==> config.mk <==
export PLATFORM = sky130hd
export DESIGN_NAME = ash_res_fifo_flat
export DESIGN_NICKNAME = d
export VERILOG_FILES = /design/src/rtl/ash_pkg.sv /design/src/rtl/ash_if.sv /design/src/rtl/ash_res_fifo.sv /design/src/flat_wrapper.sv
export SDC_FILE = /design/constraint.sdc
export NUM_CORES = 1
export LEC_CHECK = 0
export ABC_AREA = 1
export BUFFER_PORTS_ARGS = -buffer_cell sky130_fd_sc_hd__buf_2
export CAP_MARGIN = 20
export CORE_MARGIN = 2
export CORE_UTILIZATION = 57
export DETAILED_ROUTE_END_ITERATION = 8
export PLACE_DENSITY = 0.9
export SYNTH_ARGS = -nofsm -noshare
export SYNTH_HDL_FRONTEND = slang
export SYNTH_SLANG_ARGS = --single-unit
==> constraint.sdc <==
create_clock -name clk -period 2.55 [get_ports clk]
set_input_delay 0.51 -clock clk [delete_from_list [all_inputs] [get_ports clk]]
set_output_delay 0.51 -clock clk [all_outputs]
set_load 0.02 [all_outputs]
==> src/rtl/ash_pkg.sv <==
// Shared types and constants for the dictionary automaton hash lookup.
package ash_pkg;

  localparam int LABEL_W         = 8;
  localparam int INDEX_W         = 16;
  localparam int NEXT_W          = 17;
  localparam int BASE_W          = 16;
  localparam int HASH_W          = 24;
  localparam int TABLE_DEPTH_DEF = 65536;
  localparam int QUEUE_DEPTH     = 2;
  localparam int QCNT_W          = $clog2(QUEUE_DEPTH + 1);
  localparam int RES_DEPTH       = 4;
  localparam int RCNT_W          = $clog2(RES_DEPTH + 1);

  localparam logic [NEXT_W-1:0] NEXT_FINAL = {NEXT_W{1'b1}};
  localparam logic [HASH_W-1:0] HASH_MAX   = {HASH_W{1'b1}};

  typedef enum logic {
    OP_WRITE = 1'b0,
    OP_KEY   = 1'b1
  } op_t;

  typedef struct packed {
    logic [HASH_W-1:0]  inc;
    logic [NEXT_W-1:0]  nxt;
    logic [LABEL_W-1:0] label;
  } slot_t;

  typedef struct packed {
    op_t                op;
    logic               wr_ok;
    logic [INDEX_W-1:0] index;
    slot_t              slot;
    logic [LABEL_W-1:0] kbyte;
    logic               last;
  } item_t;

  typedef struct packed {
    logic               exact_found;
    logic [HASH_W-1:0]  exact_hash;
    logic [LABEL_W-1:0] exact_count;
    logic               prefix_found;
    logic [HASH_W-1:0]  prefix_hash;
    logic [LABEL_W-1:0] prefix_count;
  } res_t;

endpackage

==> src/rtl/ash_if.sv <==


interface ash_out_if import ash_pkg::*; ();
  logic               valid;
  logic               ready;
  logic               exact_found;
  logic [HASH_W-1:0]  exact_hash;
  logic [LABEL_W-1:0] exact_count;
  logic               prefix_found;
  logic [HASH_W-1:0]  prefix_hash;
  logic [LABEL_W-1:0] prefix_count;

  modport source (
    output valid, exact_found, exact_hash, exact_count, prefix_found, prefix_hash,
           prefix_count,
    input  ready
  );
  modport sink (
    input  valid, exact_found, exact_hash, exact_count, prefix_found, prefix_hash,
           prefix_count,
    output ready
  );
endinterface

==> src/rtl/ash_res_fifo.sv <==
// Result buffer that decouples the walk pipeline from the output channel.
module ash_res_fifo import ash_pkg::*; (
  input  logic              clk,
  input  logic              rst_n,
  input  logic              res_push,
  input  res_t              res_data,
  output logic [RCNT_W-1:0] res_free,
  ash_out_if.source         out_ch
);

  localparam int RP_W = $clog2(RES_DEPTH);

  res_t              buf_r [RES_DEPTH];
  logic [RP_W-1:0]   wr_ptr_r;
  logic [RP_W-1:0]   rd_ptr_r;
  logic [RCNT_W-1:0] count_r;
  logic [RCNT_W-1:0] count_nxt;
  logic              pop;
  res_t              head;

  assign res_free     = RCNT_W'(RES_DEPTH) - count_r;
  assign out_ch.valid = (count_r != '0);
  assign pop          = out_ch.valid && out_ch.ready;
  assign head         = buf_r[rd_ptr_r];

  assign out_ch.exact_found  = head.exact_found;
  assign out_ch.exact_hash   = head.exact_hash;
  assign out_ch.exact_count  = head.exact_count;
  assign out_ch.prefix_found = head.prefix_found;
  assign out_ch.prefix_hash  = head.prefix_hash;
  assign out_ch.prefix_count = head.prefix_count;

  always_comb begin
    count_nxt = count_r;
    if (res_push && !pop) begin
      count_nxt = count_r + 1'b1;
    end else if (!res_push && pop) begin
      count_nxt = count_r - 1'b1;
    end
  end

  always_ff @(posedge clk) begin
    if (!rst_n) begin
      wr_ptr_r <= '0;
      rd_ptr_r <= '0;
      count_r  <= '0;
    end else begin
      count_r <= count_nxt;
      if (res_push) begin
        wr_ptr_r <= RP_W'(wr_ptr_r + 1'b1);
      end
      if (pop) begin
        rd_ptr_r <= RP_W'(rd_ptr_r + 1'b1);
      end
    end
  end

  always_ff @(posedge clk) begin
    if (res_push) begin
      buf_r[wr_ptr_r] <= res_data;
    end
  end

endmodule
==> src/flat_wrapper.sv <==
// flat-port wrapper written by rule: the top's interface ports become plain ports
module ash_res_fifo_flat import ash_pkg::*;
  (clk, rst_n, res_push, res_data, res_free, out_ch_valid, out_ch_exact_found, out_ch_exact_hash, out_ch_exact_count, out_ch_prefix_found, out_ch_prefix_hash, out_ch_prefix_count, out_ch_ready);
  ash_out_if out_ch_i ();
  input  logic clk;
  input  logic rst_n;
  input  logic res_push;
  input  res_t res_data;
  output logic [RCNT_W-1:0] res_free;
  output wire logic [$bits(out_ch_i.valid)-1:0] out_ch_valid;
  output wire logic [$bits(out_ch_i.exact_found)-1:0] out_ch_exact_found;
  output wire logic [$bits(out_ch_i.exact_hash)-1:0] out_ch_exact_hash;
  output wire logic [$bits(out_ch_i.exact_count)-1:0] out_ch_exact_count;
  output wire logic [$bits(out_ch_i.prefix_found)-1:0] out_ch_prefix_found;
  output wire logic [$bits(out_ch_i.prefix_hash)-1:0] out_ch_prefix_hash;
  output wire logic [$bits(out_ch_i.prefix_count)-1:0] out_ch_prefix_count;
  input wire logic [$bits(out_ch_i.ready)-1:0] out_ch_ready;
  assign out_ch_valid = out_ch_i.valid;
  assign out_ch_exact_found = out_ch_i.exact_found;
  assign out_ch_exact_hash = out_ch_i.exact_hash;
  assign out_ch_exact_count = out_ch_i.exact_count;
  assign out_ch_prefix_found = out_ch_i.prefix_found;
  assign out_ch_prefix_hash = out_ch_i.prefix_hash;
  assign out_ch_prefix_count = out_ch_i.prefix_count;
  assign out_ch_i.ready = out_ch_ready;
  ash_res_fifo u_core (.clk(clk), .rst_n(rst_n), .res_push(res_push), .res_data(res_data), .res_free(res_free), .out_ch(out_ch_i));
endmodule
==> flow_summary.toml, run 1 <==
[run_status]
status = "completed"

[synth]
synthFlopType = "edfxtp_1"
synthCells = 703
synth_edf_count = 264
synthDistinctLibCells = 24
synth_area_um2 = 10870
yosysWarnings = 0
syn-num-nets = 781
ys_seq_elements = 273
yosysSeqAreaShare = 0.7458
syn_area_per_cell_um2 = 15.46
async_flop_share = 0

[clocking]
clk_latency_ns = 0.52
cts_resized = 0
cts_buffers = 26
cts_setup_buffers = 0
hold_buffers = 0
path_clk_slew_ns = 0.06
cts.sinks = 273
cts-root-buf = "clkbuf_16"
cts_tree = "yes"
ctsHtreeMaxLevel = 1
clk_path_buf_depth = 3

[detailed_routing]
drcViolationCount = 0
drt-initial-drc-count = 428
dr.pass1.iters = 5
ant_nets = 0
vias = 6342
viasPerCell = 5.781
drt_wl_total_um = 21630
wl_per_cell_um = 19.71

[global_route]
busiest_layer = "met2"
grt.met3_usage = 0.04576
antenna_found_initial = 3
grt_pass1_wl_um = 32260
globalRouteMet2Util = 0.3471
use_met1 = 0.2697
grt_use_total = 0.2058
grt.overflow.total = 0
grt_max_degree = 133
grt_pass1_vias = 6255

[floorplan]
die-area_um2 = 20190
core_um2 = 18710
start_util = 0.5812
pin_count = 140
rows = 50
die_w_um = 142.1
die_h_um = 142.1

[pwr]
powerDensity_nw_per_um2 = 925.5
p_total_w = 0.01175
p_sw_w = 0.003407
p_int_w = 0.008340
seq_power_share = 0.445
ir_drop_mv = 0.6273
power_frac_comb = 0.230
swShare = 0.2900
p_leak_nw = 4.421
clock_power_share = 0.326

[worst_setup_path]
critical_path_required_ns = 2.04
r2r_slack_ns = 0.52
critPathBufInv = 3
start_kind = "flip-flop"
end_kind = "output port"
path_cells = "inv_8, buf_12, nor2_1, o22ai_1, buf_2"
critPathSlowestCell = "dfxtp_4"
critPathMaxFanout = 45
cpPeakStageDelay_ns = 0.38
path_delay_family = "buffers and inverters"
criticalPathCategory = "flip-flop to output port"
arrival_ns = 1.95

[sta]
min_period_ns = 2.460
tightest_slew_ns = 0.5732
fin_tns_setup_ns = 0
finalSetupViolations = 0
worst_hold_slack_ns = 0.2062
drv_slew = 0
skew_ns = 0.01058
slew_headroom = 0.6179
hold_viol = 0
grt_setup_unrepaired = "no"
period_share = 0.9645
fmax_ghz = 0.4066

[job]
cap_viol_max_count = 0

[cells_and_area]
final_util = 0.6786
nets = 920
syn_to_final_growth_pct = 16.76
final_common_cell = "edfxtp_1"
drive_gt1_frac = 0.3360
layout_common_cells = "edfxtp_1 (264), buf_2 (139), o21ai_0 (123)"

[placed_design]
place_congestion = 0.7799
io_buffer_count = 139
hpwl_um = 11900

[hold_path]
min_path_type = "primary input to flip-flop"
kinds of logic (layout without fill, tap and decap cells):
group | after synthesis | in the layout | share of synthesized area
compound gates | 209 | 209 | 0.1282
fa+ha+maj | 8 | 8 | 0.009897
buf+inv | 64 | 221 | 0.03522
flops | 273 | 273 | 0.7458
other cells | 0 | 3 | 0
simple gates | 149 | 149 | 0.08091
worst paths after layout:
| check | startpoint | to | cells after the start |
|---|---|---|---|
| worst min register to register | u_core.rd_ptr_r[0] | flip-flop | 1 |
| worst max-delay path | flip-flop | out_ch_exact_hash[2] | 5 |
| worst min-delay path | res_data[45] | u_core.buf_r[3][45] | 1 |
| worst max register to register | u_core.count_r[0] | u_core.count_r[1] | 10 |
Yosys cell counts, types with 7 or more instances:
cell type  number  area (µm²)
o21ai_0       123       615.6
edfxtp_1      264        7928
o22ai_1        26       162.7
ha_1            7       87.58
nand2_1        12       45.04
buf_2           9       45.04
nor2_1         88       330.3
dfxtp_1         9       180.2
o21ai_1        10       50.05
clkbuf_1       22       82.58
inv_1          19       71.32
nor2_4         40       450.4
o22ai_2        40       500.5
layer usage:
layer,up-vias,part of all wire
li1,2911,-
met1,3188,0.41
met2,213,0.51
met3,30,0.073
met4,0,0.015
met5,-,0
worst reg2reg max path, cell delays in order, from the launching register on:
cell	delay, ns
dfxtp_1	0.38
inv_1	0.08
ha_1	0.20
ha_1	0.19
inv_1	0.07
nand2_1	0.08
ha_1	0.20
inv_1	0.09
fa_1	0.42
o21ai_0	0.16
a21oi_1	0.06
power by group through the flow:
stage / Clock (W) / Sequential, W / Combinational (W)
4_1_cts: 0.00390 / 0.00522 / 0.00266
2_1_floorplan: 0 / 0.00530 / 0.00191
6_report: 0.00382 / 0.00523 / 0.00270
5_1_grt: 0.00407 / 0.00524 / 0.00291
3_3_place_gp: 0 / 0.00530 / 0.00257
3_5_place_dp: 0 / 0.00531 / 0.00263
stage by stage:
step | cell area, µm² | setup slack, ns | cells
after floorplan | 10870 | 0.2590 | 703
after global placement | 11780 | 0.6073 | 1047
after detailed placement | 11780 | 0.5504 | 1047
after CTS | 12650 | 0.03220 | 1093
after global routing | 12690 | 0.004915 | 1096
final | 12690 | 0.09047 | 1097
sequential cells by signal, summed over array words and instances (netlist names), named ones only:
name             cells
u_core.buf_r       264
u_core.count_r       3
u_core.rd_ptr_r      2
u_core.wr_ptr_r      2
final cells by class:
class | instances | area, µm²
antenna | 3 | 7.507
sequential | 273 | 8113
tap | 234 | 292.8
multi-input combinational | 366 | 2381
fill | 1223 | 6012
inverter | 21 | 92.59
clock buffer | 40 | 794.5
timing repair buffer | 154 | 933.4
clock inverter | 6 | 78.83
Power figures use the tool's default switching activity.
==> inputs of run 2 (changes only) <==
--- a/config.mk
+++ b/config.mk
@@ -10,6 +10,7 @@
 export CAP_MARGIN = 20
 export CORE_MARGIN = 2
 export CORE_UTILIZATION = 57
+export CTS_BUF_LIST = sky130_fd_sc_hd__clkbuf_16
 export DETAILED_ROUTE_END_ITERATION = 8
 export PLACE_DENSITY = 0.9
 export SYNTH_ARGS = -nofsm -noshare
==> run 2 against run 1 <==
  * Critical path type unchanged
  * Worst setup slack improved by 0.020 ns
  * Fmax increased by 0.82%
  * Critical path depth unchanged
  * First-iteration DRC count down 0.70%
  * Register-to-register slack about the same
  * Flip-flop and latch count unchanged
  * Sequential share of layout area rose by 0.35 points
  * Critical endpoint is now out_ch_exact_hash[23]
  * Count of clock-buffer cells in the layout fell by 13
==> flow_summary.toml, run 2 (synthesis results as in run 1) <==
[clocking]
cts_tree = "yes"
cts_buffers = 26
cts-root-buf = "clkbuf_16"
ctsHtreeMaxLevel = 1
clk_path_buf_depth = 3
cts.sinks = 273
clk_latency_ns = 0.51
path_clk_slew_ns = 0.06

[worst_setup_path]
reg2reg_depth = 10
end_kind = "output port"
start_kind = "flip-flop"
arrival_ns = 1.93
criticalPathCategory = "flip-flop to output port"
critical_path_required_ns = 2.04
critPathMaxFanout = 45

[global_route]
grt.met3_usage = 0.04542
globalRouteMet2Util = 0.3494
grt_pass1_wl_um = 32280
antenna_found_initial = 3
grt_pass1_vias = 6236
grt_use_total = 0.2060
grt_max_degree = 133
grt.overflow.total = 0
busiest_layer = "met2"
use_met1 = 0.2679

[detailed_routing]
vias = 6351
dr.pass1.iters = 5
viasPerCell = 5.789
drt-initial-drc-count = 425
drt_wl_total_um = 21610
ant_nets = 0
wl_per_cell_um = 19.70
drcViolationCount = 0

[cells_and_area]
top_register = "u_core.buf_r"
nets = 920
final_common_cell = "edfxtp_1"
largestRegisters = "u_core.buf_r (264), u_core.count_r (3)"
largest_reg_flops = 264
finalInstanceArea_um2 = 12620
final_util = 0.6748
layout_common_cells = "edfxtp_1 (264), buf_2 (139), o21ai_0 (123)"
drive_gt1_frac = 0.3279
syn_to_final_growth_pct = 16.11

[pwr]
ir_drop_mv = 0.6249
p_sw_w = 0.003398
swShare = 0.2954
power_frac_comb = 0.234
clock_power_share = 0.311
p_leak_nw = 4.406
powerDensity_nw_per_um2 = 911.2
p_total_w = 0.01150
seq_power_share = 0.454
p_int_w = 0.008105

[placed_design]
place_area_um2 = 11780
place_congestion = 0.7799
hpwl_um = 11900
io_buffer_count = 139

[floorplan]
pin_count = 140
die_w_um = 142.1
start_util = 0.5812
die-area_um2 = 20190
core_um2 = 18710
rows = 50
die_h_um = 142.1

[sta]
grt_setup_unrepaired = "no"
finalSetupViolations = 0
tightest_slew_ns = 0.5642
fin_tns_setup_ns = 0
fmax_ghz = 0.4099
drv_slew = 0
min_period_ns = 2.439
hold_viol = 0
period_share = 0.9567
slew_headroom = 0.6238
skew_ns = 0.006085

[job]
cap_viol_max_count = 0

[hold_path]
min_path_type = "primary input to flip-flop"
holdPathStages = 1

[run_status]
status = "completed"
==> run 2: worst paths after layout <==
| check | start | end | slack [ns] |
|---|---|---|---|
| setup / recovery | flip-flop | out_ch_exact_hash[23] | 0.11 |
| hold / removal | res_data[64] | u_core.buf_r[0][64] | 0.21 |
| hold reg to reg | u_core.rd_ptr_r[0] | flip-flop | 0.49 |
| setup reg to reg | u_core.count_r[0] | u_core.count_r[1] | 0.52 |
==> run 2: through the flow <==
step | worst slack, ns | cells | hold slack (ns)
finish | 0.1105 | 1097 | 0.2079
global route | 0.02033 | 1096 | 0.1950
CTS | 0.03629 | 1093 | 0.1880
detailed placement | 0.5504 | 1047 | 0.4825
global placement | 0.6073 | 1047 | 0.4655
floorplan | 0.2590 | 703 | 0.4555
==> run 2: layout make-up <==
type	count	area, µm²
well taps	234	292.8
clock buffers	27	675.6
flip-flops and latches	273	8113
clock inverters	19	127.6
diodes	3	7.507
repair buffers	154	933.4
fillers	1234	6082
inverters	21	92.59
multi-input cells	366	2381
==> run 2: critical path, cell delays in order (launching register included) <==
cell and delay [ns]:
dfxtp_4 0.38, inv_8 0.23, buf_12 0.30, o21ai_0 0.16, o22ai_2 0.12, buf_2 0.18
==> run 2: per-layer routing <==
metal | vias up | share of wire
met2 | 252 | 0.51
met1 | 3157 | 0.39
met4 | 0 | 0.017
li1 | 2910 | -
met3 | 32 | 0.080
met5 | - | 0
==> run 2: timing repair <==
item / 4_1_cts / 5_1_grt
setup buffers: 0 / 0
resized for setup: 0 / 3
setup endpoints to repair: 0 / 33
hold buffers: 0 / 0
==> run 2: power by group through the flow <==
stage	sequential, W	combinational, W	clock (W)
6_report	0.00523	0.00270	0.00358
5_1_grt	0.00524	0.00291	0.00383
4_1_cts	0.00522	0.00265	0.00365
3_5_place_dp	0.00531	0.00263	0
3_3_place_gp	0.00530	0.00257	0
2_1_floorplan	0.00530	0.00191	0
